===== src/rtl/tid_pkg.sv =====
`timescale 1ns / 1ps
// ============================================================================
// tid_pkg: shared types and codes of the table id lookup block
// Opcodes, register indexes, field widths and the structs passed between the
// top level and the search sequencer.
// ============================================================================
package tid_pkg;

    // Field widths fixed by the interface
    localparam int KEY_W = 32;
    localparam int IDX_W = 10;
    localparam int CFG_W = 11;
    localparam int POS_W = 11;

    // Item opcodes
    typedef enum logic [0:0] {
        OP_WRITE  = 1'b0,
        OP_LOOKUP = 1'b1
    } opcode_t;

    // Configuration register indexes
    typedef enum logic [0:0] {
        REG_SORTED_LIMIT = 1'b0,
        REG_ENTRY_COUNT  = 1'b1
    } reg_index_t;

    // Effective search bounds after clamping
    typedef struct packed {
        logic [POS_W-1:0] limit;
        logic [POS_W-1:0] count;
    } cfg_t;

    // Finished lookup offered to the output stage
    typedef struct packed {
        logic             valid;
        logic             found;
        logic [IDX_W-1:0] index;
    } res_t;

endpackage


===== src/rtl/tid_ctrl.sv =====
`timescale 1ns / 1ps
// ============================================================================
// tid_ctrl: request sequencer of the id lookup
// Takes write requests straight into the table and walks lookups through the
// direct probe, the binary search and the tail scan, one table read a cycle.
// ============================================================================
module tid_ctrl #(
    parameter int TABLE_DEPTH = 1024,
    parameter int AW          = 10
) (
    input  logic                      clk,
    input  logic                      rst_n,
    input  logic                      in_valid,
    output logic                      in_ready,
    input  logic                      opcode,
    input  logic [tid_pkg::IDX_W-1:0] entry_index,
    input  logic [tid_pkg::KEY_W-1:0] key_id,
    input  tid_pkg::cfg_t             cfg,
    output tid_pkg::res_t             res,
    input  logic                      res_take,
    output logic                      mem_wr_en,
    output logic [AW-1:0]             mem_wr_addr,
    output logic [tid_pkg::KEY_W-1:0] mem_wr_data,
    output logic                      mem_rd_en,
    output logic [AW-1:0]             mem_rd_addr,
    input  logic [tid_pkg::KEY_W-1:0] mem_rd_data
);
    import tid_pkg::*;

    localparam logic [16:0] DEPTH_V = 17'(TABLE_DEPTH);

    typedef enum logic [4:0] {
        ST_IDLE  = 5'b00001,
        ST_PROBE = 5'b00010,
        ST_BIN   = 5'b00100,
        ST_SCAN  = 5'b01000,
        ST_DONE  = 5'b10000
    } state_t;

    state_t           state_reg, state_next;
    logic [KEY_W-1:0] key_reg, key_next;
    logic [POS_W-1:0] low_reg, low_next;
    logic [POS_W-1:0] high_reg, high_next;
    logic [POS_W-1:0] cur_reg, cur_next;
    logic             found_reg, found_next;
    logic [IDX_W-1:0] pos_reg, pos_next;

    logic             bin_req;
    logic [POS_W-1:0] bin_l, bin_h, mid;
    logic             scan_req;
    logic [POS_W-1:0] scan_c;
    logic             fin, fin_found;
    logic [POS_W-1:0] fin_pos;
    logic [POS_W-1:0] rd_pos;

    // Accept new requests only between lookups
    assign in_ready = (state_reg == ST_IDLE);

    // Write requests go straight to the table; out-of-range positions drop
    assign mem_wr_en   = in_valid && in_ready && (opcode == OP_WRITE)
                         && (17'(entry_index) < DEPTH_V);
    assign mem_wr_addr = AW'(entry_index);
    assign mem_wr_data = key_id;

    assign mem_rd_addr = AW'(rd_pos);

    // Step the lookup: decide on the current read data and issue the next read
    always_comb
    begin
        state_next = state_reg;
        key_next   = key_reg;
        low_next   = low_reg;
        high_next  = high_reg;
        cur_next   = cur_reg;
        found_next = found_reg;
        pos_next   = pos_reg;
        mem_rd_en  = 1'b0;
        rd_pos     = '0;
        bin_req    = 1'b0;
        bin_l      = low_reg;
        bin_h      = high_reg;
        mid        = '0;
        scan_req   = 1'b0;
        scan_c     = cur_reg;
        fin        = 1'b0;
        fin_found  = 1'b0;
        fin_pos    = '0;

        unique case (state_reg)
            ST_IDLE:
            begin
                if (in_valid && (opcode == OP_LOOKUP))
                begin
                    key_next = key_id;
                    if (key_id == '0)
                    begin
                        fin = 1'b1;
                    end
                    else if (key_id < KEY_W'(cfg.limit))
                    begin
                        mem_rd_en  = 1'b1;
                        rd_pos     = key_id[POS_W-1:0];
                        state_next = ST_PROBE;
                    end
                    else
                    begin
                        bin_req = 1'b1;
                        bin_l   = '0;
                        bin_h   = cfg.limit;
                    end
                end
            end
            ST_PROBE:
            begin
                if (mem_rd_data == key_reg)
                begin
                    fin       = 1'b1;
                    fin_found = 1'b1;
                    fin_pos   = key_reg[POS_W-1:0];
                end
                else
                begin
                    bin_req = 1'b1;
                    bin_l   = '0;
                    bin_h   = cfg.limit;
                end
            end
            ST_BIN:
            begin
                if (mem_rd_data == key_reg)
                begin
                    fin       = 1'b1;
                    fin_found = 1'b1;
                    fin_pos   = cur_reg;
                end
                else if (mem_rd_data < key_reg)
                begin
                    bin_req = 1'b1;
                    bin_l   = cur_reg + POS_W'(1);
                    bin_h   = high_reg;
                end
                else
                begin
                    bin_req = 1'b1;
                    bin_l   = low_reg;
                    bin_h   = cur_reg;
                end
            end
            ST_SCAN:
            begin
                if (mem_rd_data == '0)
                begin
                    fin = 1'b1;
                end
                else if (mem_rd_data == key_reg)
                begin
                    fin       = 1'b1;
                    fin_found = 1'b1;
                    fin_pos   = cur_reg;
                end
                else
                begin
                    scan_req = 1'b1;
                    scan_c   = cur_reg + POS_W'(1);
                end
            end
            ST_DONE:
            begin
                if (res_take)
                begin
                    state_next = ST_IDLE;
                end
            end
            default:
            begin
                state_next = ST_IDLE;
            end
        endcase

        // Next binary step, or fall into the tail scan once the range is empty
        if (bin_req)
        begin
            low_next  = bin_l;
            high_next = bin_h;
            if (bin_l == bin_h)
            begin
                scan_req = 1'b1;
                scan_c   = cfg.limit;
            end
            else
            begin
                mid        = bin_l + ((bin_h - bin_l) >> 1);
                cur_next   = mid;
                mem_rd_en  = 1'b1;
                rd_pos     = mid;
                state_next = ST_BIN;
            end
        end

        // Next scan entry, or finish as not found at the end of the table
        if (scan_req)
        begin
            if (scan_c >= cfg.count)
            begin
                fin = 1'b1;
            end
            else
            begin
                cur_next   = scan_c;
                mem_rd_en  = 1'b1;
                rd_pos     = scan_c;
                state_next = ST_SCAN;
            end
        end

        // Hold the answer until the output stage takes it
        if (fin)
        begin
            state_next = ST_DONE;
            found_next = fin_found;
            pos_next   = fin_found ? fin_pos[IDX_W-1:0] : '0;
        end
    end

    // Control state
    always_ff @(posedge clk or negedge rst_n)
    begin
        if (!rst_n)
        begin
            state_reg <= ST_IDLE;
        end
        else
        begin
            state_reg <= state_next;
        end
    end

    // Search registers
    always_ff @(posedge clk)
    begin
        key_reg   <= key_next;
        low_reg   <= low_next;
        high_reg  <= high_next;
        cur_reg   <= cur_next;
        found_reg <= found_next;
        pos_reg   <= pos_next;
    end

    assign res.valid = (state_reg == ST_DONE);
    assign res.found = found_reg;
    assign res.index = pos_reg;

endmodule


===== config.mk =====
export PLATFORM = sky130hd
export DESIGN_NAME = tid_ctrl
export DESIGN_NICKNAME = d
export VERILOG_FILES = /design/src/rtl/tid_pkg.sv /design/src/rtl/tid_ctrl.sv
export SDC_FILE = /design/constraint.sdc
export NUM_CORES = 1
export LEC_CHECK = 0
export ABC_AREA = 1
export BUFFER_PORTS_ARGS = -buffer_cell sky130_fd_sc_hd__buf_2
export CAP_MARGIN = 10
export CORE_ASPECT_RATIO = 1.75
export CORE_MARGIN = 4
export CORE_UTILIZATION = 50
export CTS_BUF_LIST = sky130_fd_sc_hd__clkbuf_2 sky130_fd_sc_hd__clkbuf_4 sky130_fd_sc_hd__clkbuf_8
export CTS_CLUSTER_DIAMETER = 40
export DETAILED_ROUTE_END_ITERATION = 12
export PLACE_DENSITY = 0.71
export REMOVE_ABC_BUFFERS = 1
export SETUP_SLACK_MARGIN = 0.05
export SLEW_MARGIN = 40
export SYNTH_ARGS = -nofsm -noshare
export SYNTH_HDL_FRONTEND = slang
export SYNTH_SLANG_ARGS = --single-unit

===== constraint.sdc =====
create_clock -name clk -period 12.7 [get_ports clk]
set_input_delay 2.54 -clock clk [delete_from_list [all_inputs] [get_ports clk]]
set_output_delay 2.54 -clock clk [all_outputs]
set_load 0.1 [all_outputs]

Word level (Yosys, flattened, before mapping) --
Cells that the tools add are included.
Word-level totals: input port bits 101, word-level logic and storage cells 100, bits in registers 81, output and inout bits 67
Cells by class: $add $sub $neg 3, $lt $le $gt $ge 3, bitwise gates (word level) 1, muxes and demuxes 71, reductions and logical operators 8, equality and inequality tests 7
Operators with widths (count):
- 11-bit two-way mux | 21
- 10-bit two-way mux | 11
- 11-bit case mux with 3 select lines | 2
- 32-bit logical NOT | 2
- 5-bit two-way mux | 9
- 32-bit == test | 1
- 32-bit by 11-bit < comparator with 1-bit output | 1
- 32-bit < comparator | 1
- 10-bit case mux with 3 select lines | 1
- 1-bit two-way mux | 23
- 5-bit case mux with 3 select lines | 1
- 11-bit by 1-bit adder with 11-bit output, second input constant | 1
- 11-bit by 10-bit adder with 11-bit output | 1
- 11-bit == test | 1
- 11-bit >= comparator | 1
- 11-bit subtractor | 1
- 5-bit by 1-bit == test with 1-bit output, second input constant | 1
- 5-bit by 2-bit == test with 1-bit output, second input constant | 1
- 5-bit by 3-bit == test with 1-bit output, second input constant | 1
- 5-bit by 4-bit == test with 1-bit output, second input constant | 1
- 5-bit == test, second input constant | 1
- 1-bit case mux with 2 select lines | 2
- 1-bit logical AND | 3
- 1-bit case mux with 3 select lines | 1
- 4 further kinds | 4

Logic depth before layout (Yosys ltp) --
depth in word-level cells 12, depth in mapped cells 40, depth with buffers taken out 40

Worst setup path before layout --
OpenSTA, ideal clock, no wires.
kind input port to output port, start input mem_rd_data[31] (netlist name), end output mem_rd_addr[1], arrival 8.474 ns, slack 1.686 ns, cell stages on the path 32, path buffers 1, data required time 10.160 ns, cell sequence ha_1 -> nand2_1 -> nor2_1 -> nand2_1 -> nor3_2 -> nand2_1 -> clkinv_1 -> nand2_1 -> o21ai_0 -> nor2_1 -> inv_1 -> a32oi_1 -> ha_1 -> nand2_1 -> nor4_2 -> nand3_4 -> nand2_1 -> nand2_1 -> ha_1 -> nand2_1 -> o21ai_0 -> a31oi_1 -> o21ai_0 -> nand3_1 -> nand2_1 -> nand3_1 -> o311ai_0 -> nor2_1 -> nand2_1 -> buf_6 -> nor2_2 -> nor2_1
Between the ends: cells in the longest elaborated chain, start to end 10, elaborated cells between the ends (all ways) 30, classes of those cells 2 x add/sub; 2 x order compare; 2 x eq/ne; 23 x mux; 1 x reduce/logical
RTL lines:
- start: declaration | line tid_ctrl.sv:26 | input logic [tid_pkg::KEY_W-1:0] mem_rd_data
- 32-bit < comparator | line tid_ctrl.sv:136 | else if (mem_rd_data < key_reg)
- 11-bit two-way mux | line tid_ctrl.sv:136
- 11-bit two-way mux | line tid_ctrl.sv:130 | if (mem_rd_data == key_reg)
- 11-bit case mux with 3 select lines | line tid_ctrl.sv:89 | unique case (state_reg)
- 11-bit subtractor or 11-bit == test (tied branches) | line tid_ctrl.sv:192, tid_ctrl.sv:185
- 11-bit by 10-bit adder with 11-bit output or 11-bit two-way mux (tied branches) | line tid_ctrl.sv:192, tid_ctrl.sv:185
- 10-bit two-way mux or 11-bit two-way mux (tied branches) | line tid_ctrl.sv:185, tid_ctrl.sv:181
- 10-bit two-way mux or 11-bit >= comparator (tied branches) | line tid_ctrl.sv:181, tid_ctrl.sv:203
- 10-bit two-way mux | line tid_ctrl.sv:203 | if (scan_c >= cfg.count)
- 10-bit two-way mux * | line tid_ctrl.sv:201 | if (scan_req)
- end: declaration | line tid_ctrl.sv:25 | output logic [AW-1:0] mem_rd_addr,
Every way passes the cells marked *; elsewhere a longest branch is shown, timed or not.

Worst setup path in the final report --
start input mem_rd_data[27] (netlist name), end output mem_rd_addr[6]
The elaborated chain is that of the path after synthesis.

==> impl_metrics.tcl <==
set metrics [dict create \
    cts_buffers 9 \
    worst_ep_arrival_time_ns 8.90 \
    min_path_cells 2 \
    finalNetCount 1239 \
    grt_max_degree 33 \
    cts_root_buf "clkbuf_8" \
    fillers 1415 \
    fin_crit_ns 11.44 \
    path_common_cell "nand2_1" \
    yosys_register_bits 81 \
    firstDrtPassIters 5 \
    ant_nets 0 \
    grt_pass1_vias 6844 \
    drt_iter0_markers 445 \
    grt_usage_pct 27.23 \
    overflow 0 \
    rsz0062_at_grt "false" \
    cp_max_fo 13 \
    timing.fmax_mhz 87.38 \
    antenna_found_initial 0 \
    ys.flop_type "edfxtp_1" \
    ff2ff_setup_slack_ns 5.91 \
    status "finished clean" \
    synth_seq_area_share_pct 32.32 \
    hold_class "flip-flop to flip-flop" \
    path_clk_slew_ns 0.08 \
    max_stage_delay_ns 0.46 \
    yosysTopAreaCellShare_pct 27.45 \
    drv_cap 0 \
    grt_pass1_wl_um 34640 \
    drc 0 \
    synth_warnings 0 \
    setup_violations 0 \
    cts_buffer_depth 2 \
    hold_viol 0 \
    cts_sinks 81 \
    cts_tree "done" \
    die_w_um 98.15 \
    num_rows 57 \
    slew_violations 0 \
    ctsHoldBuffers 0 \
    timing.slew.headroom_pct 45.01 \
    synth.area.top_cells "edfxtp_1 27%, ha_1 13%, nand2_1 12%" \
    crit_required_ns 10.16 \
    cp-end-kind "output port" \
    crit_path_top_delay_cell "nand2_1" \
    drive_gt1_share_pct 18.57 \
    path_class "input port to output port" \
    largest_reg_flops 32 \
    clkLatencyLatePin_ns 0.38 \
    wire_per_inst_um 18.09 \
    ctsHtreeMaxLevel 3 \
    routed_via_density 5.584 \
    crit_start "mem_rd_data[27]" \
    yosysTopAreaCell "edfxtp_1" \
    die_area_um2 16270 \
    initial_core_util_pct 51.13 \
    post_cts_buffers 0 \
    r2r_end "pos_reg[8]" \
    syn_avg_cell_area_um2 7.453 \
    ys_types 46 \
    async_flop_share_pct 6.173 \
    synth_area_um2 7111 \
    worst_hold_startpoint "high_reg[0]" \
    synth_cells 954 \
    finalCritPeriodShare_pct 90.11 \
    hold_path_end "high_reg[0]" \
    place_congestion 0.9712 \
    antennaDiodeCount 0 \
    numPortBuffers 147 \
    wl_um 22480 \
    r2r_cells 33 \
    die_y_um 165.8 \
    cts-resized-gates 0 \
    dpl.hpwl_um 18550 \
    regToRegStartpoint "key_reg[27]" \
    area_delta_synth_final_pct 11.12 \
    start_kind "input port" \
    worst_pin_slew_ns 0.8228 \
    core_area_um2 13910 \
    fin_tns_setup_ns 0 \
    vias 6941 \
    ioPinCount 168 \
    finClkSkew_ns 0.01414 \
    synth_edf_count 65 \
]
## metal layers
layer,track usage (%),vias to the layer above,wire length (µm)
met2,49.41,384,11570
met3,4.708,111,1654
met5,0,-,0
li1,-,3326,-
met1,26.78,3120,7320
met4,20.87,0,1938
## cell families after synthesis
kind of cell	Yosys count	synth area share [%]
AOI/OAI and AO/OA	121	10.12
xor gates and xnor gates	26	3.203
adders and majority gates	77	13.76
buffers and inverters	213	13.99
DFF	81	32.32
and+or+nand+nor	436	26.61
## how the worst max path moves through the flow
stage | to | slack, ns
after floorplan | mem_rd_addr[5] | 1.51
after global placement | mem_rd_addr[5] | 1.45
after detailed placement | mem_rd_addr[6] | 1.28
after CTS | mem_rd_addr[6] | 1.27
after global routing | mem_rd_addr[6] | 0.58
final | mem_rd_addr[6] | 1.26
## Yosys cell counts, types with 2 or more instances
master     count
o21ai_0       26
a22oi_1        3
nand2_2        3
o211ai_1       2
xnor2_1        5
nor2_1       109
dfxtp_1       11
inv_2          9
a32oi_1        2
nor4_4         2
clkinv_1       2
buf_2          3
a41oi_1        5
a21oi_1       43
nand3_1       39
buf_4         45
dfrtp_1        4
o22ai_1       16
nor3_1         7
nor3_2         2
nor4_2         2
fa_1           2
nand2_1      229
nand4_1       23
clkbuf_1       4
ha_1          75
nor2_2         7
o21ai_1        6
o21bai_1       2
a31oi_1        6
o2111ai_1      3
buf_6          3
a21o_1         2
xor2_1        21
nor4_1        10
inv_1        147
edfxtp_1      65
## layout by cell type, fill, tap and decap left out, drive strengths merged, types with 3 or more instances in the layout
| cell | n |
|---|---|
| xnor2 | 5 |
| buf | 151 |
| nor4 | 14 |
| a22oi | 3 |
| nand4 | 23 |
| o21ai | 32 |
| nor3 | 9 |
| edfxtp | 65 |
| clkinv | 6 |
| inv | 156 |
| ha | 75 |
| nand3 | 40 |
| a31oi | 6 |
| nand2 | 232 |
| o22ai | 16 |
| o2111ai | 3 |
| nor2 | 117 |
| clkbuf | 10 |
| dfxtp | 11 |
| xor2 | 21 |
| a21oi | 44 |
| dfrtp | 4 |
| a41oi | 5 |
## critical path, delay by kind of cell
kind | cells | cell delay [ns]
AND/OR/NAND/NOR | 20 | 3.14
adder cells (fa/ha/maj) | 3 | 0.96
AO/OA/AOI/OAI | 6 | 1.05
buffers and inverters | 5 | 1.17
## through the flow
| stage | area, µm² | hold slack [ns] | setup slack [ns] | util [%] | instances |
|---|---|---|---|---|---|
| floorplan | 6709 | 0.5340 | 1.510 | - | 899 |
| global route | 7901 | 0.6491 | 0.5762 | 56.82 | 1243 |
| CTS | 7899 | 0.6235 | 1.268 | 56.80 | 1243 |
| global placement | 7699 | 0.6012 | 1.446 | 55.36 | 1227 |
| detailed placement | 7699 | 0.6043 | 1.284 | 55.36 | 1227 |
| finish | 7901 | 0.6273 | 1.255 | 56.82 | 1243 |
## cell type report
type                            instances  area, µm²  area share, %
Multi-Input combinational cell        660       3822          48.38
Sequential cell                        81       2298          29.09
Timing Repair Buffer                  151      765.7          9.691
Inverter                              158      593.1          7.506
Tap cell                              177      221.5          2.803
Clock buffer                           10      131.4          1.663
Clock inverter                          6      68.82         0.8709
Power is not shown: default switching activity piles up to over one toggle a cycle in this logic, so the estimate is an artifact.
